--- config.mk ---
export PLATFORM = sky130hd
export DESIGN_NAME = mesi_snoop_line_controller_core
export DESIGN_NICKNAME = d
export VERILOG_FILES = /design/src/rtl/mesi_lc_pkg.sv /design/src/rtl/mesi_snoop_line_controller_core.sv /design/src/rtl/mesi_lc_xfer.sv
export SDC_FILE = /design/constraint.sdc
export NUM_CORES = 2
export LEC_CHECK = 0
export CAP_MARGIN = 10
export CORE_AREA = 4 4 484 486
export DETAILED_ROUTE_END_ITERATION = 12
export DIE_AREA = 0 0 488 490
export DONT_BUFFER_PORTS = 1
export PLACE_DENSITY = 0.7
export SLEW_MARGIN = 20
export SYNTH_ARGS = -nofsm -noshare
export SYNTH_HDL_FRONTEND = slang
export SYNTH_SLANG_ARGS = --single-unit
--- constraint.sdc ---
create_clock -name clk_i -period 37.4 [get_ports clk_i]
set_input_delay 7.48 -clock clk_i [delete_from_list [all_inputs] [get_ports clk_i]]
set_output_delay 7.48 -clock clk_i [all_outputs]
set_load 0.03 [all_outputs]
--- src/rtl/mesi_lc_pkg.sv ---
package mesi_lc_pkg;

  localparam logic [2:0] CMD_LOAD  = 3'd0;
  localparam logic [2:0] CMD_STORE = 3'd1;
  localparam logic [2:0] CMD_GETS  = 3'd2;
  localparam logic [2:0] CMD_GETM  = 3'd3;
  localparam logic [2:0] CMD_DATA  = 3'd4;

  localparam logic [2:0] ST_I  = 3'd0;
  localparam logic [2:0] ST_S  = 3'd1;
  localparam logic [2:0] ST_E  = 3'd2;
  localparam logic [2:0] ST_M  = 3'd3;
  localparam logic [2:0] ST_IM = 3'd4;
  localparam logic [2:0] ST_IS = 3'd5;
  localparam logic [2:0] ST_SM = 3'd6;

  localparam logic [1:0] BUS_NONE = 2'd0;
  localparam logic [1:0] BUS_GETS = 2'd1;
  localparam logic [1:0] BUS_GETM = 2'd2;

  localparam logic [1:0] DRV_LEAVE    = 2'd0;
  localparam logic [1:0] DRV_ASSERT   = 2'd1;
  localparam logic [1:0] DRV_DEASSERT = 2'd2;

  localparam logic [1:0] ERR_NONE      = 2'd0;
  localparam logic [1:0] ERR_TRANSIENT = 2'd1;
  localparam logic [1:0] ERR_UNEXPECT  = 2'd2;

  localparam int unsigned LINE_IDX_W = 10;
  localparam int unsigned NODE_W     = 4;

  typedef struct packed {
    logic [2:0]            cmd;
    logic [LINE_IDX_W-1:0] line_index;
    logic [NODE_W-1:0]     requester_id;
    logic                  shared_in;
  } in_t;

  typedef struct packed {
    logic [1:0]        bus_request;
    logic              data_to_proc;
    logic              data_on_bus;
    logic [NODE_W-1:0] data_dest;
    logic [1:0]        shared_drive;
    logic              miss;
    logic              silent_upgrade;
    logic [1:0]        error;
    logic [2:0]        new_state;
  } out_t;

endpackage

--- src/rtl/mesi_snoop_line_controller_core.sv ---
// Channel | Dir | Handshake                 | Payload
// input   | in  | in_valid_i / in_ready_o   | mesi_lc_pkg::in_t (cmd, line, requester, shared)
// output  | out | out_valid_o / out_ready_i | mesi_lc_pkg::out_t (one result per transaction)
//
// Sustains one transaction per cycle unless the output stalls; a transaction passes the A, B and output registers.
// The rate is set by the line state memory: one read and one write port, with the
// written-back state forwarded to a following transaction on the same line.
// After reset a clearing pass sets every line to I; in_ready_o stays low.
// A stalled output holds the pipeline; empty stages still take new transactions.
module mesi_snoop_line_controller_core #(
  parameter int unsigned LINES = 1024
) (
  input  logic               clk_i,
  input  logic               rst_ni,
  input  logic               in_valid_i,
  output logic               in_ready_o,
  input  mesi_lc_pkg::in_t   in_data_i,
  output logic               out_valid_o,
  input  logic               out_ready_i,
  output mesi_lc_pkg::out_t  out_data_o
);
  import mesi_lc_pkg::*;

  localparam int unsigned IDX_W  = (LINES > 1) ? $clog2(LINES) : 1;
  localparam bit          MOD_EN = (LINES < 1024);
  localparam int unsigned RSH    = 20;
  localparam int unsigned RECIP  = MOD_EN ? ((32'd1 << RSH) / LINES) : 0;
  localparam logic [19:0] LINES_W = MOD_EN ? 20'(LINES) : 20'd0;

  logic [2:0] mem [LINES];

  logic             clr_q, clr_d;
  logic [IDX_W-1:0] clr_cnt_q, clr_cnt_d;
  logic             a_v_q, a_v_d;
  logic             b_v_q, b_v_d;
  logic             out_v_q, out_v_d;
  logic             fwd_hit_q, fwd_hit_d;

  in_t              a_item_q;
  logic [9:0]       a_quot_q;
  logic [2:0]       b_cmd_q;
  logic [NODE_W-1:0] b_req_q;
  logic             b_shr_q;
  logic [IDX_W-1:0] b_idx_q;
  logic [2:0]       fwd_st_q;
  logic [2:0]       rd_q;
  out_t             out_q;

  logic             en_out, en_b, en_a, b_go, a_go, in_go;
  logic [30:0]      prod;
  logic [19:0]      rem, rem_fix;
  logic [IDX_W-1:0] a_idx;
  logic [2:0]       b_state;
  out_t             xfer_res;
  logic             mem_we;
  logic [IDX_W-1:0] mem_waddr;
  logic [2:0]       mem_wdata;

  assign en_out = !out_v_q || out_ready_i;
  assign b_go   = b_v_q && en_out;
  assign en_b   = !b_v_q || en_out;
  assign a_go   = a_v_q && en_b;
  assign en_a   = !a_v_q || en_b;
  assign in_ready_o = en_a && !clr_q;
  assign in_go  = in_valid_i && in_ready_o;

  assign prod    = 31'(in_data_i.line_index) * 31'(RECIP);
  assign rem     = 20'(a_item_q.line_index) - (20'(a_quot_q) * LINES_W);
  assign rem_fix = (rem >= LINES_W) ? (rem - LINES_W) : rem;
  assign a_idx   = MOD_EN ? IDX_W'(rem_fix) : IDX_W'(a_item_q.line_index);

  assign b_state = fwd_hit_q ? fwd_st_q : rd_q;

  mesi_lc_xfer u_xfer (
    .cmd_i          (b_cmd_q),
    .requester_id_i (b_req_q),
    .shared_in_i    (b_shr_q),
    .state_i        (b_state),
    .result_o       (xfer_res)
  );

  assign mem_we    = clr_q || b_go;
  assign mem_waddr = clr_q ? clr_cnt_q : b_idx_q;
  assign mem_wdata = clr_q ? ST_I : xfer_res.new_state;

  always_comb begin
    clr_cnt_d = clr_cnt_q + 1'b1;
    clr_d     = clr_q && (clr_cnt_q != IDX_W'(LINES - 1));
    a_v_d     = en_a ? in_go : a_v_q;
    b_v_d     = en_b ? a_v_q : b_v_q;
    out_v_d   = en_out ? b_v_q : out_v_q;
    fwd_hit_d = a_go ? (b_go && (b_idx_q == a_idx)) : fwd_hit_q;
  end

  always_ff @(posedge clk_i or negedge rst_ni) begin
    if (!rst_ni) begin
      clr_q     <= 1'b1;
      clr_cnt_q <= '0;
      a_v_q     <= 1'b0;
      b_v_q     <= 1'b0;
      out_v_q   <= 1'b0;
      fwd_hit_q <= 1'b0;
    end else begin
      clr_q     <= clr_d;
      if (clr_q) clr_cnt_q <= clr_cnt_d;
      a_v_q     <= a_v_d;
      b_v_q     <= b_v_d;
      out_v_q   <= out_v_d;
      fwd_hit_q <= fwd_hit_d;
    end
  end

  always_ff @(posedge clk_i) begin
    if (in_go) begin
      a_item_q <= in_data_i;
      a_quot_q <= prod[RSH+9:RSH];
    end
    if (a_go) begin
      b_cmd_q  <= a_item_q.cmd;
      b_req_q  <= a_item_q.requester_id;
      b_shr_q  <= a_item_q.shared_in;
      b_idx_q  <= a_idx;
      fwd_st_q <= xfer_res.new_state;
    end
    if (b_go) out_q <= xfer_res;
  end

  always_ff @(posedge clk_i) begin
    if (mem_we) mem[mem_waddr] <= mem_wdata;
    if (a_go) rd_q <= mem[a_idx];
  end

  assign out_valid_o = out_v_q;
  assign out_data_o  = out_q;

endmodule

--- src/rtl/mesi_lc_xfer.sv ---
module mesi_lc_xfer (
  input  logic [2:0]                  cmd_i,
  input  logic [mesi_lc_pkg::NODE_W-1:0] requester_id_i,
  input  logic                        shared_in_i,
  input  logic [2:0]                  state_i,
  output mesi_lc_pkg::out_t           result_o
);
  import mesi_lc_pkg::*;

  logic [1:0] busreq;
  logic       toproc;
  logic       onbus;
  logic [1:0] drive;
  logic       miss;
  logic       silent;
  logic [1:0] err;
  logic [2:0] ns;
  logic       store;

  always_comb begin
    busreq = BUS_NONE;
    toproc = 1'b0;
    onbus  = 1'b0;
    drive  = DRV_LEAVE;
    miss   = 1'b0;
    silent = 1'b0;
    err    = ERR_NONE;
    ns     = state_i;
    store  = (cmd_i == CMD_STORE);
    if (cmd_i inside {CMD_LOAD, CMD_STORE}) begin
      case (state_i)
        ST_I: begin
          busreq = store ? BUS_GETM : BUS_GETS;
          ns     = store ? ST_IM : ST_IS;
          miss   = 1'b1;
        end
        ST_S: begin
          if (store) begin
            busreq = BUS_GETM;
            ns     = ST_SM;
            miss   = 1'b1;
          end else begin
            toproc = 1'b1;
          end
        end
        ST_E: begin
          toproc = 1'b1;
          if (store) begin
            ns     = ST_M;
            silent = 1'b1;
          end
        end
        ST_M: toproc = 1'b1;
        default: err = ERR_TRANSIENT;
      endcase
    end else if (cmd_i inside {CMD_GETS, CMD_GETM, CMD_DATA}) begin
      case (state_i)
        ST_I: ;
        ST_S: begin
          if (cmd_i == CMD_GETS) drive = DRV_ASSERT;
          else if (cmd_i == CMD_GETM) ns = ST_I;
          else err = ERR_UNEXPECT;
        end
        ST_E, ST_M: begin
          if (cmd_i == CMD_GETS) begin
            onbus = 1'b1;
            drive = DRV_ASSERT;
            ns    = ST_S;
          end else if (cmd_i == CMD_GETM) begin
            onbus = 1'b1;
            ns    = ST_I;
          end else if (state_i == ST_M) begin
            err = ERR_UNEXPECT;
          end
        end
        ST_IM: begin
          if (cmd_i == CMD_DATA) begin
            toproc = 1'b1;
            drive  = DRV_DEASSERT;
            ns     = ST_M;
          end
        end
        ST_IS: begin
          if (cmd_i == CMD_DATA) begin
            toproc = 1'b1;
            if (shared_in_i) begin
              ns = ST_S;
            end else begin
              ns    = ST_E;
              drive = DRV_DEASSERT;
            end
          end
        end
        ST_SM: begin
          if (cmd_i == CMD_GETS) begin
            drive = DRV_ASSERT;
          end else if (cmd_i == CMD_DATA) begin
            toproc = 1'b1;
            ns     = ST_M;
          end
        end
        default: err = ERR_UNEXPECT;
      endcase
    end else begin
      err = ERR_UNEXPECT;
    end
    if (err != ERR_NONE) ns = state_i;
  end

  assign result_o.bus_request    = busreq;
  assign result_o.data_to_proc   = toproc;
  assign result_o.data_on_bus    = onbus;
  assign result_o.data_dest      = onbus ? requester_id_i : '0;
  assign result_o.shared_drive   = drive;
  assign result_o.miss           = miss;
  assign result_o.silent_upgrade = silent;
  assign result_o.error          = err;
  assign result_o.new_state      = ns;

endmodule

==> results.yml <==
detailed_routing:
  vias_per_cell: 6.64
  antenna_left: 0
  routed_wl_um: 332000
  drc: 0
  drt-initial-drc-count: 9549
  first_pass_iters: 7
  post_drt_wl_per_cell_um: 33.0
  vias: 66800
logic_synthesis:
  synth_compound_area_frac: 0.0343
  synth_ff_type: "edfxtp_1"
  synth_area_leader_cell: "edfxtp_1"
  synth-simple-area-share: 0.0485
  synth_edf_count: 3131
  synth.distinct_cells: 79
  synthAdderAreaFrac: 0.0000992
  synth_top_family_by_area: "multiplexers"
  ys_async_sr_fraction: 0.00477
  netlist_area_mm2: 0.126
  synth_warnings: 0
  ys_seq_area_frac: 0.748
  yosys-top-cells-area: "edfxtp_1 (75%), mux4_2 (12%), nor2_1 (3.2%)"
  synthXorXnorAreaFrac: 0.00132
  synth.mux.area_fraction: 0.145
  synth_seq_cells: 3146
  synth_cells: 6779
  yosys.area.top_type_share: 0.745
  syn_nets: 6802
  synth_area_per_cell_um2: 18.6
timing:
  grt_setup_unrepaired: "no"
  period_needed_ps: 15760
  hold_viol: 0
  fin_worst_skew_ps: 55.2
  final.setup.tns_ps: 0
  setup_viol: 0
  holdWs_ps: 422
  slew_headroom: 0.136
  finalCritPeriodShare: 0.421
  fmax_mhz: 63.4
  worst_pin_slew_ps: 1300
  slew_viol_final: 0
  setup_slack_ps: 21640
clock_tree:
  cts_hold_buf: 0
  cts_buffer_depth: 4
  cts.reportedPaths.clkPinSlew_ps: 60
  cts.sinks: 3146
  h-tree-depth: 5
  cts_buffers: 324
  clk_latency_ps: 950
  cts_setup_buffers: 0
  cts_tree: "done"
  post_cts_resized: 0
  root_buffer: "clkbuf_16"
place:
  routabilityCongestion: 0.849
  port_buffers: 0
  dp.cells: 9478
  dp_hpwl_um: 187000
  dp_slack_ps: 21630
critical_path:
  slowest_stage: "a21oi_1"
  cp_cell_sequence: "nand2b_1, nor2_1, a21oi_1"
  cp_max_fo: 4
  slowest_delay_ps: 580
  worst_setup_path_end_kind: "primary output"
  required_ps: 29920
  worstSetupPathType: "primary input to primary output"
  critPathLaunchType: "primary input"
  arrival_ps: 8280
run:
  cap_violations: 0
final_layout:
  drive_gt1_frac: 0.198
  synthToLayoutAreaGrowth_pct: 10.3
  final_nets: 6801
  layout.cells.most_common: "edfxtp_1"
  layoutNonFillerInstCount: 10100
  final_cell_mix: "edfxtp_1 (3,131), nor2_1 (1,080), mux4_2 (645)"
floorplan:
  io_pins: 41
  rows: 176
  die_x_um: 488
  die_y_um: 490
  core_area_mm2: 0.230
  initial_core_util: 0.549
  die-area_mm2: 0.239
min_path:
  hp-class: "register to register"
grt:
  grt_usage: 0.277
  grt.met3_usage: 0.0688
  grt_pass1_wl_um: 477000
  grt_overflow: 0
  grt-busiest-layer: "met2"
  grt_max_degree: 225
  antenna_found_initial: 15
  grt_pass1_vias: 66500
  use_met1: 0.386
  grt_use_met2: 0.428
power:
  peakVddDrop_mv: 0.0518
  powerDensity_mw_per_mm2: 58.0
  leakage_uw: 0.0429
run_status:
  status: "finished clean"
path summary, 6_finish.rpt:
check	startpoint	end	slack, ps	cells after the start
max	out_ready_i	in_ready_o	21640	3
min	a_item_q[3]	b_req_q[2]	420	0
max reg2reg	fwd_hit_q	mem[930][2]	29710	11
min reg2reg	a_item_q[3]	b_req_q[2]	420	0
max in group asynchronous	rst_ni	clr_q	30980	0
min in group asynchronous	rst_ni	a_v_q	6220	0
final cells by class:
type / count / area [um2]
sequential: 3146 / 94400
clock inverter: 181 / 1670
tap: 3026 / 3790
inverter: 18 / 75.1
timing repair buffer: 177 / 1530
fill: 15900 / 90400
clock buffer: 383 / 8530
antenna: 11 / 27.5
multi-input combinational: 3111 / 29200
per-layer routing:
metal  routed length (um)  up-vias
met5                    0        -
met4                13600        0
met3                38900      671
met2               157000     4061
met1               122000    34700
li1                     -    27300
flip-flops by register name (all words and copies together), names as in the netlist:
| name | count |
|---|---|
| fwd_st_q | 3 |
| fwd_hit_q | 1 |
| a_v_q | 1 |
| out_data_o | 17 |
| b_idx_q | 10 |
| b_cmd_q | 3 |
| b_shr_q | 1 |
| mem | 3072 |
| b_req_q | 4 |
| clr_q | 1 |
| b_v_q | 1 |
| rd_q | 3 |
| a_idx | 10 |
| a_item_q | 8 |
| clr_cnt_q | 10 |
| out_valid_o | 1 |
metrics by stage:
step	area, um2	power (uW)	util
CTS	139000	8110	0.606
detailed placement	129000	5010	0.562
finish	139000	8080	0.606
global placement	129000	4990	0.561
floorplan	126000	5090	-
global route	139000	8310	0.606
synth_stat cells (20+ instances only):
library cell,n
buf_1,57
mux2i_1,324
clkbuf_1,272
edfxtp_1,3131
nand2_1,134
nand3_1,32
a22o_1,20
o21ai_0,80
a21oi_1,109
a221oi_1,34
a22oi_1,75
nor3_1,84
o22ai_1,74
mux4_2,645
mux2_2,28
o221ai_1,118
nor2_1,1080
buf_6,66
a211oi_1,20
buf_4,29
buf_2,59
logic make-up (layout without fill, tap and decap cells):
group,count (synthesis),count (layout)
flops,3146,3146
simple gates,1474,1474
mux,1003,1003
compound gates,614,614
buf+inv,522,759
other cells,0,11
xor+xnor,19,19
fa+ha+maj,1,1
power by group:
group	internal (uW)	switching, uW	leakage, uW
logic	170	579	0.00965
clock network	1840	1310	0.00500
registers	4180	13.6	0.0283
total	6180	1900	0.0429
worst max-delay path: cells and delay by family:
kind	cells	cell delay [ps]
AO/OA/AOI/OAI	1	580
AND/OR/NAND/NOR	2	210
Note: power is estimated with default switching activity, not from simulation.
